### config.mk
export PLATFORM = sky130hd
export DESIGN_NAME = dwmac_fifo
export DESIGN_NICKNAME = d
export VERILOG_FILES = /design/src/hw/rtl/dwmac_pkg.sv /design/src/hw/rtl/dwmac_fifo.sv
export SDC_FILE = /design/constraint.sdc
export NUM_CORES = 1
export LEC_CHECK = 0
export ABC_CLOCK_PERIOD_IN_PS = 8510
export BUFFER_PORTS_ARGS = -buffer_cell sky130_fd_sc_hd__buf_2
export CELL_PAD_IN_SITES_DETAIL_PLACEMENT = 0
export CELL_PAD_IN_SITES_GLOBAL_PLACEMENT = 1
export CORE_ASPECT_RATIO = 0.7
export CORE_MARGIN = 5
export CORE_UTILIZATION = 48
export CTS_CLUSTER_DIAMETER = 120
export DETAILED_ROUTE_END_ITERATION = 7
export GPL_ROUTABILITY_DRIVEN = 0
export PLACE_DENSITY = 0.83
export SLEW_MARGIN = 20
export SYNTH_ARGS = -nofsm -noshare
export SYNTH_HDL_FRONTEND = slang
export SYNTH_SLANG_ARGS = --single-unit
### constraint.sdc
create_clock -name clk -period 8.51 [get_ports clk]
set_input_delay 1.702 -clock clk [delete_from_list [all_inputs] [get_ports clk]]
set_output_delay 1.702 -clock clk [all_outputs]
set_load 0.05 [all_outputs]
### src/hw/rtl/dwmac_pkg.sv
package dwmac_pkg;

	localparam int CHANNELS   = 16;
	localparam int CH_IDX_W   = (CHANNELS > 1) ? $clog2(CHANNELS) : 1;
	localparam int FIFO_DEPTH = 2;
	localparam int FIFO_PTR_W = $clog2(FIFO_DEPTH);
	localparam int FIFO_CNT_W = $clog2(FIFO_DEPTH + 1);

	localparam logic ACT_LOAD = 1'b0;
	localparam logic ACT_TAP  = 1'b1;

	localparam logic REG_CLAMP_LOW  = 1'b0;
	localparam logic REG_CLAMP_HIGH = 1'b1;

	localparam logic signed [7:0] CLAMP_LOW_RST  = -8'sd128;
	localparam logic signed [7:0] CLAMP_HIGH_RST = 8'sd127;

	localparam logic [31:0] HALF_LSB = 32'h8000_0000;

	typedef struct packed {
		logic [3:0]         channel;
		logic signed [31:0] acc;
		logic signed [31:0] bias;
		logic signed [31:0] scale;
	} rq_entry_t;

	typedef enum logic [2:0] {
		B_IDLE,
		B_LO,
		B_HI,
		B_FIN
	} back_state_t;

endpackage

### src/hw/rtl/dwmac_fifo.sv
module dwmac_fifo (
	input  logic                  clk,
	input  logic                  arst_n,
	input  logic                  push,
	input  dwmac_pkg::rq_entry_t  wr_entry,
	output logic                  full,
	input  logic                  pop,
	output dwmac_pkg::rq_entry_t  rd_entry,
	output logic                  empty
);
	import dwmac_pkg::*;

	rq_entry_t             mem_q [FIFO_DEPTH];
	logic [FIFO_PTR_W-1:0] wr_ptr_q;
	logic [FIFO_PTR_W-1:0] rd_ptr_q;
	logic [FIFO_CNT_W-1:0] count_q;
	logic                  do_push;
	logic                  do_pop;

	assign full     = (count_q == FIFO_CNT_W'(FIFO_DEPTH));
	assign empty    = (count_q == '0);
	assign do_push  = push && !full;
	assign do_pop   = pop && !empty;
	assign rd_entry = mem_q[rd_ptr_q];

	always_ff @(posedge clk or negedge arst_n) begin
		if (!arst_n) begin
			wr_ptr_q <= '0;
			rd_ptr_q <= '0;
			count_q  <= '0;
		end else begin
			if (do_push) begin
				wr_ptr_q <= (wr_ptr_q == FIFO_PTR_W'(FIFO_DEPTH - 1)) ? '0 : wr_ptr_q + 1'b1;
			end
			if (do_pop) begin
				rd_ptr_q <= (rd_ptr_q == FIFO_PTR_W'(FIFO_DEPTH - 1)) ? '0 : rd_ptr_q + 1'b1;
			end
			if (do_push && !do_pop) begin
				count_q <= count_q + 1'b1;
			end else if (do_pop && !do_push) begin
				count_q <= count_q - 1'b1;
			end
		end
	end

	always_ff @(posedge clk) begin
		if (do_push) begin
			mem_q[wr_ptr_q] <= wr_entry;
		end
	end

endmodule

After elaboration in Yosys (flattened, before gate mapping)
Memory sizes are Yosys's and may differ from the RTL's. Cells that the tools add are included. Widths: inputs -> output; s select.

Memory bits (writable): 200. Logic and storage cells: 25. Output and inout port bits: 102. Memories kept: 1. Input port bits: 104. Bits in registers: 4.

Memory list: mem_q (words 2, width 100, rd ports 1, clocked after Yosys merged registers in 0, wr ports 1, line dwmac_fifo.sv:13) `rq_entry_t mem_q [FIFO_DEPTH];`.

$add $sub $neg: 4. Reduce and logical (&&, ||, !) cells: 10. Mux-type cells: 6. Equal/unequal tests: 1.

Operator list (number): $logic_and 1x1->1 (4); $logic_not 1->1 (4); $mux 1 (4); $mux 2 (2); $add 1x1->1 const B (2); $add 2x1->2 const B (1); $eq 2x2->1 const B (1); $logic_not 2->1 (1); $reduce_bool 2->1 (1); $sub 2x1->2 const B (1).

Longest topological paths before layout
Word-level depth: 7. Mapped depth: 7.

Least setup slack after synthesis
Ideal clock, no wire load.

Path kind: input-to-reg. Start point: input push. End point: memory mem_q[0][0] (netlist name), enable pin. Arrival: 5953 ps. Stages on the path: 2. Slack: 1997 ps. Path buffers: 0. Cell sequence: nand2_1 > nor2_1.

Cells in the longest elaborated chain, start to end: 3.

RTL lines: start: declaration (line dwmac_fifo.sv:4) `input logic push,`; $logic_and 1x1->1 (line dwmac_fifo.sv:22) `assign do_push = push && !full;`; $mux 1 (line dwmac_fifo.sv:47) `if (do_push) begin`; $mux 1 (implied by the code) (line dwmac_fifo.sv:48) `mem_q[wr_ptr_q] <= wr_entry;`; end: declaration (line dwmac_fifo.sv:13).

Every way passes these cells.

==> results.md <==
* CTS Hold Bufs at 0
* Min setup slack post-route at between 3 and 4 ns
* Port Buf Inserts at 205
* Slew Limit Fails at 0
* Post-Syn Area at 7860 sq um
* Largest net degree at the start of global routing at 72
* Reg2reg setup slack at 5.66 ns
* Max transition margin at 0.327
* Drt pass-1 iters at 4
* Hold Vio Cnt, Final at 0
* Routed vias at 3783
* Largest stage delay, worst path at between 1 and 1.5 ns
* Peak supply drop at approximately 0.00024 V
* Residual DRC count at 0
* Post-Route Setup TNS at 0 ns
* Gate count after technology mapping at 330
* Synth-to-layout area growth at 22.2%
* Worst hold path class: reg -> reg
* Clk_lat worst skew at approximately 0.48 ns
* Clk sinks at 204
* Worst Path Max Fanout at 52
* Die area at ~19000 sq um
* Pre-CTS WS at 4.31 ns
* Switching fraction of total power at 0.406
* Root buffer cell: clkbuf_16
* Seq/Total Area, Yosys at 0.777
* Number of global-route vias before repair at 4056
* Internal at between 2 and 2.5 mW
* Final worst-path cycle share at 0.553
* CTS tree: built
* Placed instance area at about 9000 sq um
* Clock-pin slew of the registers on the worst-case setup and hold paths at ~0.06 ns
* Starting Density at 0.485
* Flops & latches, synth at 204
* Worst path required time at 6.81 ns
* WL per Instance at 18.4 microns
* Syn avg cell area at 23.8 sq um
* Outcome: completed
* Congestion Overflow GR at 0
* Initial antenna violation count at 7
* Synth unique cells at 16
* Mapped Nets at roughly 440
* Post-Layout Inst Area at 9610 sq um
* I/O pin cnt at 206
* Inserted Clock Buffers at 20
* Switching pwr at 1.62 mW
* First-pass GRT wire length at 22000 microns
* Layout cell share with drive strength beyond 1 at 0.599
* Clk pwr share at 0.199
* Initial drt markers at 224
* Crit path buf inv count at 2
* Critical-path cell list: buf_4, mux2_4, buf_2
* Top delay family on crit path: buffers and inverters
* Worst Setup End Kind: output pin
* # setup viols final at 0
* CP Data Arrival Time at 3.00 ns
* Setup Skew at 0.00838 ns
* Drt via density at about 4.8
* Remaining antenna violation count at 0
* PD cells at 414 nW/um^2
* Comb pwr share at 0.425
* Synth Warn # at 0
* Max Cap Violations at 0
* Die Height at roughly 120 microns
* RSZ-0062 raised after global routing: false
* Sequential share of power at 0.377
* Die extent in x at approximately 160 microns
* Post-CTS setup repair buffer count at 0
* Tot GR Track Use at 0.148
* Core box area at about 16000 sq um
* CP max-delay cell: dfrtp_4
* Fmax at about 0.21 GHz
* Resized Gates After CTS at 0
* Hpwl dp at 9850 microns
* Clk buf depth at 3
* Final WL at ~15000 microns
* Final Critical Period at 4.70 ns
* Tightest Pin Transition at 1.01 ns
* # rows at 39
* CTS H-tree depth at 1
* Startpoint types: register
* Pleak at 3.85 nW
* Critical path class: reg -> out
* Layout net count at ~650
## state kept, by name, summed over array words and instances, names as in the netlist
register	cells
wr_ptr_q	1
mem_q	200
rd_ptr_q	1
count_q	2
## cell type report
type	count	area, sq um
Fill cell	1232	6590
Antenna cell	2	5.00
Multi-Input combinational cell	113	1570
Clock buffer	24	537
Timing Repair Buffer	208	1050
Tap cell	225	282
Clock inverter	12	53.8
Sequential cell	204	6110
Inverter	2	7.51
## synthesized netlist by cell type
library cell	number	share of area
and3_1	1	0.00080
buf_12	9	0.023
buf_2	1	0.00064
buf_6	1	0.0014
dfrtp_1	4	0.013
edfxtp_1	200	0.76
ha_1	1	0.0016
inv_1	2	0.00096
mux2_2	10	0.014
mux2_4	90	0.17
nand2_1	1	0.00048
nand2b_1	1	0.00080
nor2_1	3	0.0014
o21ai_0	1	0.00064
xnor2_1	3	0.0033
xor2_1	2	0.0022
## path summary, 6_finish.rpt
| check | startpoint | cells after the start | end |
|---|---|---|---|
| setup / recovery | rd_ptr_q | 3 | rd_entry[29] |
| hold / removal | count_q[1] | 1 | count_q[1] |
| setup reg to reg | count_q[0] | 4 | mem_q[0][79] |
| hold reg to reg | count_q[1] | 1 | count_q[1] |
| max in group asynchronous | arst_n | 1 | rd_ptr_q |
| min in group asynchronous | arst_n | 1 | wr_ptr_q |
## cells in the final DEF, fill, tap and decap left out, types with 2 or more instances in the layout
master and count:
buf_2 205, buf_4 3, clkbuf_1 3, clkbuf_16 21, clkinv_1 7, clkinv_2 4, dfrtp_1 3, diode_2 2
edfxtp_1 200, inv_1 2, mux2_2 10, mux2_4 90, nor2_1 2, xnor2_1 3, xor2_1 2
## cells by family after synthesis
logic type / Yosys count / synth area share
AOI/OAI and AO/OA: 1 / 0.000636
xor gates and xnor gates: 5 / 0.00557
adders and majority gates: 1 / 0.00159
buffers and inverters: 13 / 0.0259
DFF: 204 / 0.777
muxes: 100 / 0.186
and+or+nand+nor: 6 / 0.00350
## power groups by stage
stage	Clock (mW)	Sequential [mW]	Combinational (mW)
after floorplan	0	1.47	1.52
after global placement	0	1.51	1.69
after detailed placement	0	1.52	1.70
after CTS	0.812	1.50	1.71
after global routing	0.863	1.53	1.76
final	0.791	1.50	1.69
## metrics by stage
step / hold WS (ns) / utilization / power (mW) / instances
floorplan: 0.461 / - / 2.99 / 330
global placement: 0.504 / 0.556 / 3.20 / 752
detailed placement: 0.511 / 0.556 / 3.23 / 752
CTS: 0.537 / 0.593 / 4.03 / 788
global route: 0.577 / 0.593 / 4.15 / 789
finish: 0.525 / 0.593 / 3.98 / 790
## per-layer routing
| metal | wire length [microns] | up-vias | GRT usage |
|---|---|---|---|
| li1 | - | 1747 | - |
| met1 | 6220 | 1825 | 0.199 |
| met2 | 6260 | 169 | 0.223 |
| met3 | 1690 | 30 | 0.0732 |
| met4 | 287 | 12 | 0.0318 |
| met5 | 57 | - | 0 |
No activity file was read; power rests on OpenSTA's default activity.
