--- config.mk ---
export PLATFORM = sky130hd
export DESIGN_NAME = dwmac_back
export DESIGN_NICKNAME = d
export VERILOG_FILES = /design/src/hw/rtl/dwmac_pkg.sv /design/src/hw/rtl/dwmac_back.sv
export SDC_FILE = /design/constraint.sdc
export NUM_CORES = 2
export LEC_CHECK = 0
export BUFFER_PORTS_ARGS = -buffer_cell sky130_fd_sc_hd__buf_4
export CORE_UTILIZATION = 54
export CTS_BUF_LIST = sky130_fd_sc_hd__clkbuf_2
export DETAILED_ROUTE_END_ITERATION = 8
export MAX_ROUTING_LAYER = met4
export PLACE_DENSITY = 0.72
export SYNTH_ARGS = -nofsm -noshare
export SYNTH_HDL_FRONTEND = slang
export SYNTH_SLANG_ARGS = --single-unit
--- constraint.sdc ---
create_clock -name clk -period 14.6 [get_ports clk]
set_input_delay 4.38 -clock clk [delete_from_list [all_inputs] [get_ports clk]]
set_output_delay 4.38 -clock clk [all_outputs]
set_load 0.02 [all_outputs]
--- src/hw/rtl/dwmac_pkg.sv ---
package dwmac_pkg;

	localparam int CHANNELS   = 16;
	localparam int CH_IDX_W   = (CHANNELS > 1) ? $clog2(CHANNELS) : 1;
	localparam int FIFO_DEPTH = 2;
	localparam int FIFO_PTR_W = $clog2(FIFO_DEPTH);
	localparam int FIFO_CNT_W = $clog2(FIFO_DEPTH + 1);

	localparam logic ACT_LOAD = 1'b0;
	localparam logic ACT_TAP  = 1'b1;

	localparam logic REG_CLAMP_LOW  = 1'b0;
	localparam logic REG_CLAMP_HIGH = 1'b1;

	localparam logic signed [7:0] CLAMP_LOW_RST  = -8'sd128;
	localparam logic signed [7:0] CLAMP_HIGH_RST = 8'sd127;

	localparam logic [31:0] HALF_LSB = 32'h8000_0000;

	typedef struct packed {
		logic [3:0]         channel;
		logic signed [31:0] acc;
		logic signed [31:0] bias;
		logic signed [31:0] scale;
	} rq_entry_t;

	typedef enum logic [2:0] {
		B_IDLE,
		B_LO,
		B_HI,
		B_FIN
	} back_state_t;

endpackage

--- src/hw/rtl/dwmac_back.sv ---
module dwmac_back (
	input  logic                  clk,
	input  logic                  arst_n,
	input  dwmac_pkg::rq_entry_t  rq_entry,
	input  logic                  rq_empty,
	output logic                  rq_pop,
	input  logic signed [7:0]     clamp_low,
	input  logic signed [7:0]     clamp_high,
	output logic                  out_valid,
	input  logic                  out_pop,
	output logic [3:0]            out_channel,
	output logic signed [7:0]     out_value,
	output logic                  fin_load
);
	import dwmac_pkg::*;

	back_state_t        state_q;
	back_state_t        state_d;

	logic [3:0]         ch_q;
	logic               neg_q;
	logic [40:0]        mt_q;
	logic [31:0]        mc_q;
	logic [63:0]        lo_q;
	logic [41:0]        q_q;
	logic [31:0]        r_q;
	logic               out_valid_q;

	logic signed [41:0] t;
	logic [41:0]        t_mag;
	logic [31:0]        mul_a;
	logic [63:0]        mul_p;
	logic               rnd;
	logic [42:0]        q_rnd;
	logic signed [43:0] y;
	logic signed [43:0] lo_ext;
	logic signed [43:0] hi_ext;
	logic signed [43:0] y_lo;
	logic signed [7:0]  y_cl;
	logic               slot_free;

	// t = acc * 256 + bias, then magnitudes for the unsigned product
	assign t     = {{2{rq_entry.acc[31]}}, rq_entry.acc, 8'd0}
	             + {{10{rq_entry.bias[31]}}, rq_entry.bias};
	assign t_mag = t[41] ? (42'd0 - t) : t;

	assign mul_a = (state_q == B_LO) ? mt_q[31:0] : {23'd0, mt_q[40:32]};
	assign mul_p = 64'(mul_a) * 64'(mc_q);

	assign rnd    = (r_q > HALF_LSB) || ((r_q == HALF_LSB) && q_q[0]);
	assign q_rnd  = {1'b0, q_q} + {42'd0, rnd};
	assign y      = neg_q ? (44'sd0 - $signed({1'b0, q_rnd})) : $signed({1'b0, q_rnd});
	assign lo_ext = {{36{clamp_low[7]}}, clamp_low};
	assign hi_ext = {{36{clamp_high[7]}}, clamp_high};
	assign y_lo   = (y < lo_ext) ? lo_ext : y;
	assign y_cl   = (y_lo > hi_ext) ? clamp_high : y_lo[7:0];

	assign slot_free = !out_valid_q || out_pop;

	always_ff @(posedge clk or negedge arst_n) begin
		if (!arst_n) begin
			state_q <= B_IDLE;
		end else begin
			state_q <= state_d;
		end
	end

	always_comb begin
		state_d  = state_q;
		rq_pop   = 1'b0;
		fin_load = 1'b0;
		case (state_q)
			B_IDLE: begin
				if (!rq_empty) begin
					rq_pop  = 1'b1;
					state_d = B_LO;
				end
			end
			B_LO: begin
				state_d = B_HI;
			end
			B_HI: begin
				state_d = B_FIN;
			end
			B_FIN: begin
				if (slot_free) begin
					fin_load = 1'b1;
					state_d  = B_IDLE;
				end
			end
			default: begin
				state_d = B_IDLE;
			end
		endcase
	end

	always_ff @(posedge clk) begin
		if (rq_pop) begin
			ch_q  <= rq_entry.channel;
			neg_q <= t[41] ^ rq_entry.scale[31];
			mt_q  <= t_mag[40:0];
			mc_q  <= rq_entry.scale[31] ? (32'd0 - rq_entry.scale) : rq_entry.scale;
		end
		if (state_q == B_LO) begin
			lo_q <= mul_p;
		end
		if (state_q == B_HI) begin
			q_q <= mul_p[41:0] + {10'd0, lo_q[63:32]};
			r_q <= lo_q[31:0];
		end
		if (fin_load) begin
			out_channel <= ch_q;
			out_value   <= y_cl;
		end
	end

	always_ff @(posedge clk or negedge arst_n) begin
		if (!arst_n) begin
			out_valid_q <= 1'b0;
		end else if (fin_load) begin
			out_valid_q <= 1'b1;
		end else if (out_pop) begin
			out_valid_q <= 1'b0;
		end
	end

	assign out_valid = out_valid_q;

endmodule

# Word level (Yosys, flattened, before mapping)
# Index checks and enable logic that the tools add are counted.
# classes
n_addsub	6
n_eq_ne	6
order_cmp	3
mux	15
bitwise_logic	1
n_reduce_logical	7
n_mul	1
# ops
cell	count
$mux W44	2
$mul A32 B32 Y64	1
$gt A44 B8 Y1	1
$lt A44 B8 Y1	1
$sub A1 B43 Y44 const A	1
$add A42 B1 Y43	1
$add A42 B32 Y42	1
$add A40 B32 Y41	1
$mux W41	1
$sub A1 B41 Y41 const A	1
$eq A32 B32 Y1 const B	1
$gt A32 B32 Y1 const B	1
$mux W32	1
$sub A1 B32 Y32 const A	1
$mux W31	1
$pmux W3 S4	1
$mux W8	1
$eq A3 B2 Y1 const B	2
$mux W1	6
$mux W3	2
$ne A2 B2 Y1 const B	2
$eq A3 B1 Y1 const B	1
$logic_not A3 Y1	1
$logic_or A1 B1 Y1	2
5 further kinds	5
# word_totals
register_bits	232
elab_cells	51
in_bits	120

# Depth between registers and ports, before layout
# logic_depth
ltp_word	10
ltp_mapped	44
mapped_depth_nobuf	41

# Worst setup path after synthesis
# No wires, ideal clock.
# synth_timing
kind	in2out
from	in rq_empty
to	out rq_pop
t_arrival_ns	7.914
setup_slack_ns	2.306
required_time_ns	10.220
cell_stages	1
path_buffers	0
cell_sequence	nor2_1
# synth_via
elab_chain_cells	2
# synth_rtl
item	line	rtl
start: declaration	dwmac_back.sv:5	input logic rq_empty,
$mux W1	dwmac_back.sv:74	if (!rq_empty) begin
$mux W1	dwmac_back.sv:72	case (state_q)
end: declaration	dwmac_back.sv:6	output logic rq_pop,
# Every way passes these cells.

# Worst setup path in the final report
# layout_timing
from	reg state_q[1]
to	reg q_q[40] (data pin)
# layout_via
elab_chain_cells	4
# layout_rtl
item	line	rtl
start: declaration	dwmac_back.sv:17	back_state_t state_q;
start signal: assignment	dwmac_back.sv:64	state_q <= state_d;
$eq A3 B1 Y1	dwmac_back.sv:47	assign mul_a = (state_q == B_LO) ? mt_q[31:0] : {23'd0, mt_q[40:32]};
$mux W32	dwmac_back.sv:47	
$mul A32 B32 Y64	dwmac_back.sv:48	assign mul_p = 64'(mul_a) * 64'(mc_q);
net mul_p[16]	dwmac_back.sv:32	logic [63:0] mul_p;
$add A42 B32 Y42	dwmac_back.sv:108	q_q <= mul_p[41:0] + {10'd0, lo_q[63:32]};
end signal: assignment	dwmac_back.sv:108	
end: declaration	dwmac_back.sv:25	logic [41:0] q_q;
# The timed path passes the listed nets, and every way through them passes these cells.
# A chain may end at the register's enable or synchronous reset.

==> impl_metrics.csv <==
group,metric,value,unit
synthesis,yosysTopAreaCellShare,36.1,%
critical_path,crit_top_cell,"fa_1",
critical_path,criticalPathCategory,"reg2reg",
place,dpl.hpwl,113,mm
clock_network,cts_buffer_depth,3,
place,pre_cts_ws,3.06,ns
layout,fillers,8015,
routing,first_pass_iters,6,
synthesis,synth_seq_cells,231,
routing,routed_wl,138,mm
timing,rsz0062_at_grt,"no",
synthesis,synthDistinctLibCells,78,
synthesis,syn_area,0.0497,mm2
timing,finalMaxSlewViolations,0,
floorplan,die_h,306,um
floorplan,start_util,54.9,%
floorplan,coreArea,0.0906,mm2
synthesis,yosys-top-cells-area,"fa_1 (36%), edfxtp_1 (14%), ha_1 (11%), inv_1 (7.5%), nand2_1 (7.2%)",
timing,tightest_slew,1.35,ns
timing,max_freq,0.0863,GHz
synthesis,synth_largest_area_cell,"fa_1",
critical_path,cp.required,15.44,ns
critical_path,crit_fanout,90,
timing,fin_crit,11.59,ns
clock_network,clock_latency,1.10,ns
clock_network,cts_setup_buffers,0,
routing,drt_iter0_markers,3507,
clock_network,ctsHoldBuffers,0,
global_route,grt_pass1_wl,221,mm
layout,final_nets,6887,
routing,drc_errors,0,
routing,vias,38600,
min_path,hp-class,"reg2reg",
critical_path,cp-startpoint,"state_q[1]",
place,io_buffers,134,
critical_path,r2r_setup_slack,3.01,ns
place,place_congestion,0.994,
synthesis,synth-async-reset-ratio,1.30,%
critical_path,worst_setup_path_end_kind,"register",
critical_path,slowest_stage,"a311oi_1",
timing,skew,0.114,ns
routing,antenna_left,0,
routing,wl_per_cell,20.6,um
timing,setup_ws,3.01,ns
synthesis,ys_warn_count,0,
layout,syn_to_final_growth,5.32,%
timing,post-route-period-util,79.4,%
timing,hold_viol_final,0,
critical_path,critPathMaxStageDelay,0.79,ns
clock_network,cts_tree,"done",
global_route,track_usage,31.2,%
clock_network,numCtsBuffers,58,
job,maxCapViolCount,0,
synthesis,synth-main-ff-cell,"edfxtp_1",
synthesis,syn_avg_cell_area,9.11,um2
timing,finalSetupTns,0,ns
clock_network,h-tree-depth,2,
floorplan,io_pins,135,
clock_network,clkTransAtPathRegs,0.11,ns
global_route,antenna_found_initial,5,
critical_path,critPathLaunchType,"register",
floorplan,die_w,306,um
clock_network,clkSinkCount,231,
floorplan,rows,110,
run_status,status,"complete, no violations",
clock_network,post_cts_resized,0,
floorplan,dieArea,0.0933,mm2
synthesis,mappedNetlistNets,6903,
layout,drive_above_1_share,6.64,%
global_route,grt_max_degree,91,
critical_path,cp.arrival,12.43,ns
routing,viasPerCell,5.78,
synthesis,postSynthCellCount,5462,
timing,setup_viol,0,
synthesis,ys_seq_area_share,13.9,%
critical_path,reg2reg_from,"state_q[1]",
global_route,grt_pass1_vias,39700,
clock_network,root_buffer,"clkbuf_2",
synthesis,synth_edf_count,228,
min_path,hold_start,"lo_q[13]",
global_route,overflow,0,
timing,slew_headroom,9.23,%
per-layer routing:
layer	part of all wire, %	GRT usage (%)	vias up
li1	-	-	17200
met1	41	41.7	19200
met2	46	48.5	1815
met3	9.4	5.53	300
met4	3.4	9.62	0
met5	0	-	-
cell usage after synthesis (22+ instances only):
library cell  number
a211oi_1          24
a21o_1            81
a21oi_1          183
and2_1           150
and3_1           163
clkbuf_1         265
edfxtp_1         228
fa_1             898
ha_1             423
inv_1            991
mux2_2            34
nand2_1          956
nand2b_1          51
nand3_1           57
nand4_1           63
nor2_1           122
nor2b_1           22
nor3_1            35
nor4_1            23
o21ai_0          124
o31ai_1           28
xnor2_1          203
xor2_1            86
path summary, 6_finish.rpt:
path	end	cells past startpoint
min reg2reg	r_q[13]	0
min in group asynchronous	out_valid	1
max reg2reg	q_q[40]	34
max in group asynchronous	state_q[1]	1
min	r_q[13]	0
max	q_q[40]	34
worst max-delay path, delay by kind of cell (launching register included):
kind	cells	cell delay, ns
and+or+nand+nor	3	0.59
xor gates and xnor gates	2	0.35
buffers and inverters	5	0.67
muxes	1	0.31
adders and majority gates	11	5.22
AOI/OAI and AO/OA	12	3.78
DFF	1	0.44
kinds of logic (layout without fill, tap and decap cells):
logic type               Yosys count  count (layout)  synth area share [%]
AO/OA/AOI/OAI                    596             596                  7.61
XOR/XNOR                         289             289                  5.09
adder cells (fa/ha/maj)         1321            1321                  46.8
buffers and inverters           1275            1307                  9.64
flip-flops                       231             231                  13.9
multiplexers                      42              42                 0.931
other                              0               4                     0
AND/OR/NAND/NOR                 1708            1708                  16.0
cell type report:
type | instances | area [um2] | area share [%]
diodes | 4 | 10.0 | 0.0191
multi-input cells | 3956 | 38100 | 72.7
flip-flops and latches | 231 | 6920 | 13.2
inverters | 991 | 3720 | 7.10
repair buffers | 208 | 1560 | 2.98
well taps | 1176 | 1470 | 2.81
clock buffers | 79 | 395 | 0.755
clock inverters | 29 | 243 | 0.463
through the flow:
stage                     util (%)  hold WS [ns]  std cells  cell area, um2
after floorplan                  -         0.400       5462           49700
after global placement        57.1         0.401       6562           51700
after detailed placement      57.1         0.405       6562           51700
after CTS                     57.8         0.330       6670           52400
after global routing          57.8         0.315       6673           52400
final                         57.8         0.371       6674           52400
sequential cells by signal, indices dropped and copies added, names as in the netlist:
register     flops
q_q             42
lo_q            64
out_channel      4
mt_q            41
state_q          2
out_valid        1
r_q             32
ch_q             4
neg_q            1
mc_q            32
out_value        8
cells in the final DEF (no fill, tap or decap), types with 9 or more instances in the layout:
| cell | instances |
|---|---|
| a211oi_1 | 24 |
| a21boi_0 | 9 |
| a21o_1 | 81 |
| a21oi_1 | 183 |
| a31oi_1 | 20 |
| and2_1 | 150 |
| and3_1 | 163 |
| buf_4 | 208 |
| clkbuf_2 | 79 |
| clkinv_1 | 16 |
| edfxtp_1 | 228 |
| fa_1 | 898 |
| ha_1 | 421 |
| inv_1 | 991 |
| mux2_2 | 34 |
| nand2_1 | 956 |
| nand2b_1 | 51 |
| nand3_1 | 57 |
| nand4_1 | 63 |
| nor2_1 | 121 |
| nor2b_1 | 22 |
| nor3_1 | 35 |
| nor4_1 | 23 |
| o211ai_1 | 9 |
| o21a_1 | 14 |
| o21ai_0 | 124 |
| o21bai_1 | 20 |
| o31ai_1 | 28 |
| o41ai_1 | 10 |
| or3_1 | 20 |
| xnor2_1 | 203 |
| xor2_1 | 86 |
Power is not shown: default switching activity piles up to over one toggle a cycle in this logic, so the estimate is an artifact.
